## src/hdl/lru_key_value_cache_defines.svh

```systemverilog
// ----------------------------------------------------------------------------
// LRU key/value cache assertion macros
// Shared concurrent assertion helpers for the cache RTL.
// ----------------------------------------------------------------------------
`ifndef LRU_KEY_VALUE_CACHE_DEFINES_SVH
`define LRU_KEY_VALUE_CACHE_DEFINES_SVH

// Assertion on an explicit clock and active-low reset.
`define LKV_ASSERT_CLK(lbl, clk, rstn, prop, msg) \
  lbl: assert property (@(posedge clk) disable iff (!rstn) prop) else $error(msg);

// Assertion on the block clock and reset.
`define LKV_ASSERT(lbl, prop, msg) \
  `LKV_ASSERT_CLK(lbl, clk_i, rst_ni, prop, msg)

`endif

```

## src/hdl/lkv_pkg.sv

```systemverilog
// ----------------------------------------------------------------------------
// LRU key/value cache package
// Word types, command and status bundles and constants of the cache.
// ----------------------------------------------------------------------------
package lkv_pkg;

  localparam int KEY_W       = 32;
  localparam int DATA_W      = 32;
  localparam int CAP_W       = 7;
  localparam int ENTRIES_DEF = 64;

  localparam logic [CAP_W-1:0]  CAP_RESET  = 7'd64;
  localparam logic [DATA_W-1:0] MISS_VALUE = {DATA_W{1'b1}};

  // Operation codes of the cmd field.
  localparam logic CMD_PUT = 1'b0;
  localparam logic CMD_GET = 1'b1;

  typedef struct packed {
    logic               cmd;
    logic signed [31:0] key;
    logic signed [31:0] value_in;
  } in_item_t;

  typedef struct packed {
    logic               hit;
    logic signed [31:0] value_out;
  } out_item_t;

  typedef enum logic [1:0] {
    ST_IDLE,
    ST_RESOLVE,
    ST_UPDATE
  } state_e;

  // What the update cycle does to the entry store.
  typedef enum logic [1:0] {
    OP_NONE,
    OP_FILL,
    OP_TOUCH
  } op_e;

  typedef struct packed {
    logic accept;
    logic resolve;
    logic update;
    logic cfg_write;
  } ctrl_cmd_t;

  typedef struct packed {
    logic is_get;
    logic out_busy;
  } ctrl_sts_t;

endpackage

```

## src/hdl/lkv_ctrl.sv

```systemverilog
// ----------------------------------------------------------------------------
// LRU cache controller
// Sequences accept, resolve and update of one word at a time.
// ----------------------------------------------------------------------------
module lkv_ctrl (
  input  logic              clk_i,
  input  logic              rst_ni,
  input  logic              in_valid_i,
  output logic              in_stall_o,
  input  logic              cfg_valid_i,
  output logic              cfg_ready_o,
  input  lkv_pkg::ctrl_sts_t sts_i,
  output lkv_pkg::ctrl_cmd_t cmd_o
);

  lkv_pkg::state_e state_q, state_d;

  // State register.
  always_ff @(posedge clk_i or negedge rst_ni) begin
    if (!rst_ni) begin
      state_q <= lkv_pkg::ST_IDLE;
    end else begin
      state_q <= state_d;
    end
  end

  // Next state.
  always_comb begin
    state_d = state_q;
    case (state_q)
      lkv_pkg::ST_IDLE: begin
        if (in_valid_i && !cfg_valid_i) state_d = lkv_pkg::ST_RESOLVE;
      end
      lkv_pkg::ST_RESOLVE: begin
        state_d = lkv_pkg::ST_UPDATE;
      end
      lkv_pkg::ST_UPDATE: begin
        if (!(sts_i.is_get && sts_i.out_busy)) state_d = lkv_pkg::ST_IDLE;
      end
      default: begin
        state_d = lkv_pkg::ST_IDLE;
      end
    endcase
  end

  // Outputs. A configuration write wins over an input word in the idle state.
  always_comb begin
    cmd_o       = '0;
    in_stall_o  = 1'b1;
    cfg_ready_o = 1'b0;
    case (state_q)
      lkv_pkg::ST_IDLE: begin
        cfg_ready_o       = 1'b1;
        in_stall_o        = cfg_valid_i;
        cmd_o.accept      = in_valid_i && !cfg_valid_i;
        cmd_o.cfg_write   = cfg_valid_i;
      end
      lkv_pkg::ST_RESOLVE: begin
        cmd_o.resolve = 1'b1;
      end
      lkv_pkg::ST_UPDATE: begin
        cmd_o.update = !(sts_i.is_get && sts_i.out_busy);
      end
      default: begin
        cmd_o = '0;
      end
    endcase
  end

endmodule

```

## config.mk

```make
export PLATFORM = sky130hd
export DESIGN_NAME = lkv_ctrl
export DESIGN_NICKNAME = d
export VERILOG_FILES = /design/src/hdl/lru_key_value_cache_defines.svh /design/src/hdl/lkv_pkg.sv /design/src/hdl/lkv_ctrl.sv
export SDC_FILE = /design/constraint.sdc
export NUM_CORES = 1
export LEC_CHECK = 0
export ABC_CLOCK_PERIOD_IN_PS = 1200
export BUFFER_PORTS_ARGS = -buffer_cell sky130_fd_sc_hd__buf_2
export CAP_MARGIN = 10
export CORE_AREA = 4 4 41 43
export CTS_CLUSTER_DIAMETER = 120
export DETAILED_ROUTE_END_ITERATION = 8
export DIE_AREA = 0 0 45 47
export PLACE_DENSITY = 0.3
export SYNTH_ARGS = -nofsm -noshare
export SYNTH_HDL_FRONTEND = slang
export SYNTH_SLANG_ARGS = --single-unit
```

## constraint.sdc

```tcl
create_clock -name clk_i -period 1.2 [get_ports clk_i]
set_input_delay 0.06 -clock clk_i [delete_from_list [all_inputs] [get_ports clk_i]]
set_output_delay 0.06 -clock clk_i [all_outputs]
set_load 0.005 [all_outputs]
```

======== After elaboration in Yosys (flattened, before gate mapping) ========
Index checks and enable logic that the tools add are counted.
word-level totals
  register bits after elaboration ......... 2
  bits of input ports ..................... 6
  output and inout port bits .............. 6
  logic and storage cells ................. 20
operators by class
  equality and inequality tests ........... 4
  muxes and demuxes ....................... 9
  reduce and logical (&&, ||, !) cells .... 6
operator list
  operator            count
  $mux 1              6
  $pmux 2 s3          1
  $mux 2              2
  $ne 2x2->1 const B  2
  $eq 2x1->1 const B  1
  $eq 2x2->1 const B  1
  $logic_and 1x1->1   2
  $logic_not 1->1     2
  $logic_not 2->1     1
  $reduce_and 2->1    1

======== Logic depth before layout (Yosys ltp) ========
  depth after elaboration ................. 4
  gate-level depth with buffers ........... 2

======== Least setup slack after synthesis ========
Ideal clock, no wire load.
  path kind ............................... register to output
  from .................................... register state_q[0]
  to ...................................... output cmd_o[3] in the netlist's numbering
  arrival time ............................ 0.881 ns
  setup slack ............................. 0.259 ns
  stages on the path, launching flop included .. 3
  cells stage by stage .................... dfrtp_1 or3_4 nor2_1
RTL lines
  element                 line            text
  start, declared         lkv_ctrl.sv:16  lkv_pkg::state_e state_q, state_d;
  start signal, assigned  lkv_ctrl.sv:21  state_q <= lkv_pkg::ST_IDLE;
  start signal, assigned  lkv_ctrl.sv:23  state_q <= state_d;
  end, declared           lkv_ctrl.sv:13  output lkv_pkg::ctrl_cmd_t cmd_o

==> metrics.md <==
| Metric | Value |
|---|---|
| VDD IR max | `0.396 mV` |
| Max Clk Rate | `804 MHz` |
| Nets | `38` |
| Hold_sp | `in_valid_i` |
| DRT antenna net count | `0` |
| GRT busiest layer | `met4` |
| Critical path startpoint category | `flop` |
| Routed WL | `between 300 and 400 um` |
| Top reg by flops | `state_q` |
| Most common cell in the netlist | `nor2_1` |
| Filler cells | `159` |
| DRC viols | `0` |
| Failing checks | `setup timing` |
| Hold slack | `0.0876 ns` |
| Max Cap Viol | `0` |
| Synth Flop Type | `dfrtp_1` |
| Kind of end point of the critical path | `output port` |
| Buf+Inv Stages, Crit Path | `1` |
| H-tree levels | `1` |
| Clk slew on worst S/H paths | `0.03 ns` |
| Biggest regs | `state_q x2` |
| GRT Residual Overflow | `0` |
| Final period util | `104%` |
| Final hold vios | `0` |
| Number of flip-flops in the largest register | `2` |
| CP required | `1.14 ns` |
| Hold WC Path Type | `input pin to flop` |
| Port Buffers | `11` |
| FF-to-FF path depth | `2` |
| Slew Limit Fails | `0` |
| Die area | `around 0.0021 mm2` |
| Layout area overhead | `124%` |
| Synth Net Count | `19` |
| Core area | `0.00130 mm2` |
| Post-route minimum period | `1.24 ns` |
| Outcome | `complete, but fails checks` |
| Antenna Cells | `0` |
| Number of flops mapped to enable cells by yosys | `0` |
| Slowest cell on the critical path | `or3_4` |
| Sequential element share of the synthesized area | `approximately 45%` |
| Critical path's top delay family | `simple AND/OR/NAND/NOR gates` |
| Worst Hold Endpoint | `state_q[0]$_DFFE_PN0P_` |
| Synthesized flop and latch total | `2` |
| Pre-Repair DR Iteration Count | `2` |
| RR Startpoint | `state_q[1]$_DFFE_PN0P_` |
| Synthesized instance count | `13` |
| Grt met2 use | `~6%` |
| Min-Delay Path Depth | `3` |
| Synth Warn # | `0` |
| DR iter-0 viols | `1` |
| Avg Vias per Cell | `3.18` |
| Leak | `about 0.13 nW` |
| Final setup violation count | `1` |
| Clk_skew | `between 0.00007 and 0.00008 ns` |
| Syn avg cell area | `8.57 um2` |
| Synth area leader | `dfrtp_1` |
| Layout cells sized above 1 | `a little over two thirds` |
| Clk Latency, worst-skew pair | `0.22 ns` |
| DR WL/cell | `~8.5 um` |
| Row count | `13` |
| Clk sink count | `2` |
| Ranking of synthesized cells by area | `dfrtp_1 45%, nor2_1 10%, or3_4 10%` |
| First-pass GRT wire length | `roughly 640 um` |
| Max stage delay on crit path | `0.40 ns` |
| HPWL after detailed placement | `approximately 280 um` |
| Top cells by count, synth | `3 x nor2_1, 2 x dfrtp_1` |
| Met1 usage | `4.77%` |
| Crit path cell chain | `or3_4, nor2_2, buf_2` |
| Crit path arrival time | `1.18 ns` |
| Worst flop-to-flop path endpoint | `state_q[0]$_DFFE_PN0P_` |
| Routability congestion estimate | `0.556` |
| Power per cell area | `roughly 1200 mW/mm2` |
| Cell variety after synth | `10` |
| Initial antenna violation count | `0` |
| Ys async rst share | `100%` |
| Setup TNS | `-0.0435 ns` |
| Worst slew margin | `91.4%` |
| Overall Power | `0.307 mW` |
| Max FO, Critical Path | `3` |
| RSZ-0062 raised after global routing | `true` |
| Die height | `47 um` |
| CTS tree | `done` |
| Num CTS Buffers | `3` |
| Met3 usage | `approximately 2.7%` |
| # IOs | `12` |
| Worst Tran Pin Value | `0.129 ns` |
| Largest net degree at the start of global routing | `4` |
| Cell Area, Synth | `111 um2` |
| Number of global-route vias before repair | `170` |
| Worst R2R Setup Slack | `0.27 ns` |
| Setup WS pre-CTS | `0.157 ns` |
| Synth top area share | `around 45%` |
| CTS max path bufs | `2` |
| Total GRT Usage | `4.82%` |
| Crit Path Class | `flop to output port` |
| Die X | `45 um` |
| Vias | `143` |
| CTS root buf | `clkbuf_4` |
| Initial Util | `8.56%` |
| Setup ws final | `-0.0435 ns` |
==> cell families after synthesis <==
group / share of synthesized area [%]
AO/OA/AOI/OAI: 11.2
buffers and inverters: 3.37
AND/OR/NAND/NOR: 40.5
flip-flops: 44.9
==> metrics by stage <==
step | std cells | instance area, um2 | util [%]
2_1_floorplan | 13 | 111 | -
3_3_place_gp | 39 | 185 | 14.2
3_5_place_dp | 39 | 185 | 14.2
4_1_cts | 45 | 233 | 17.9
5_1_grt | 45 | 249 | 19.1
6_report | 45 | 249 | 19.1
==> metal layers <==
layer	wire (um)	share of wire (%)
met1	180	47
met2	151	39
met3	52	14
met4	0	0
met5	0	0
==> area by class of cell <==
type / instances / area, um2 / area share [%]
well taps: 15 / 18.8 / 7.54
repair buffers: 14 / 80.1 / 32.2
clock buffers: 3 / 22.5 / 9.05
inverters: 1 / 3.75 / 1.51
multi-input cells: 10 / 73.8 / 29.6
flip-flops and latches: 2 / 50.0 / 20.1
==> repair_timing <==
action,4_1_cts,5_1_grt
pin swaps,2,2
setup endpoints to repair,2,4
hold buffers,1,0
setup buffers,2,0
resized for setup,0,4
endpoints found under the hold margin,2,0
==> worst max-delay path by stage <==
| stage | start | to | slack [ns] | depth (start not counted) |
|---|---|---|---|---|
| 2_1_floorplan | state_q[0]$_DFFE_PN0P_ | cmd_o[3] | 0.26 | 2 |
| 3_3_place_gp | state_q[0]$_DFFE_PN0P_ | cmd_o[3] | 0.17 | 3 |
| 3_5_place_dp | state_q[0]$_DFFE_PN0P_ | cmd_o[3] | 0.16 | 3 |
| 4_1_cts | state_q[1]$_DFFE_PN0P_ | cmd_o[3] | -0.07 | 3 |
| 5_1_grt | state_q[1]$_DFFE_PN0P_ | cmd_o[3] | -0.12 | 3 |
| 6_report | state_q[1]$_DFFE_PN0P_ | cmd_o[3] | -0.04 | 3 |
==> layout by cell type, fill, tap and decap left out <==
cell type | Yosys | layout
buf_2 | 0 | 11
dfrtp_1 | 2 | 2
a21oi_2 | 0 | 1
o21bai_1 | 1 | 1
dlygate4sd3_1 | 0 | 1
clkbuf_4 | 0 | 3
and2_1 | 1 | 1
buf_4 | 0 | 2
nor2_2 | 0 | 2
nor2_1 | 3 | 1
or3_4 | 1 | 1
nand2_1 | 1 | 1
nor2b_1 | 1 | 1
inv_1 | 1 | 1
nand2b_4 | 0 | 1
==> worst register-to-register path, stage by stage, from the launching register on <==
cell	delay (ns)
dfrtp_1	0.37
or3_4	0.40
nor2_1	0.09
==> where the power goes <==
part           total [mW]  internal (mW)  switching, mW
registers          0.0766         0.0735        0.00310
logic              0.0781         0.0448         0.0333
clock network       0.152          0.111         0.0412
total               0.307          0.229         0.0776
(Power assumes the default switching activity.)
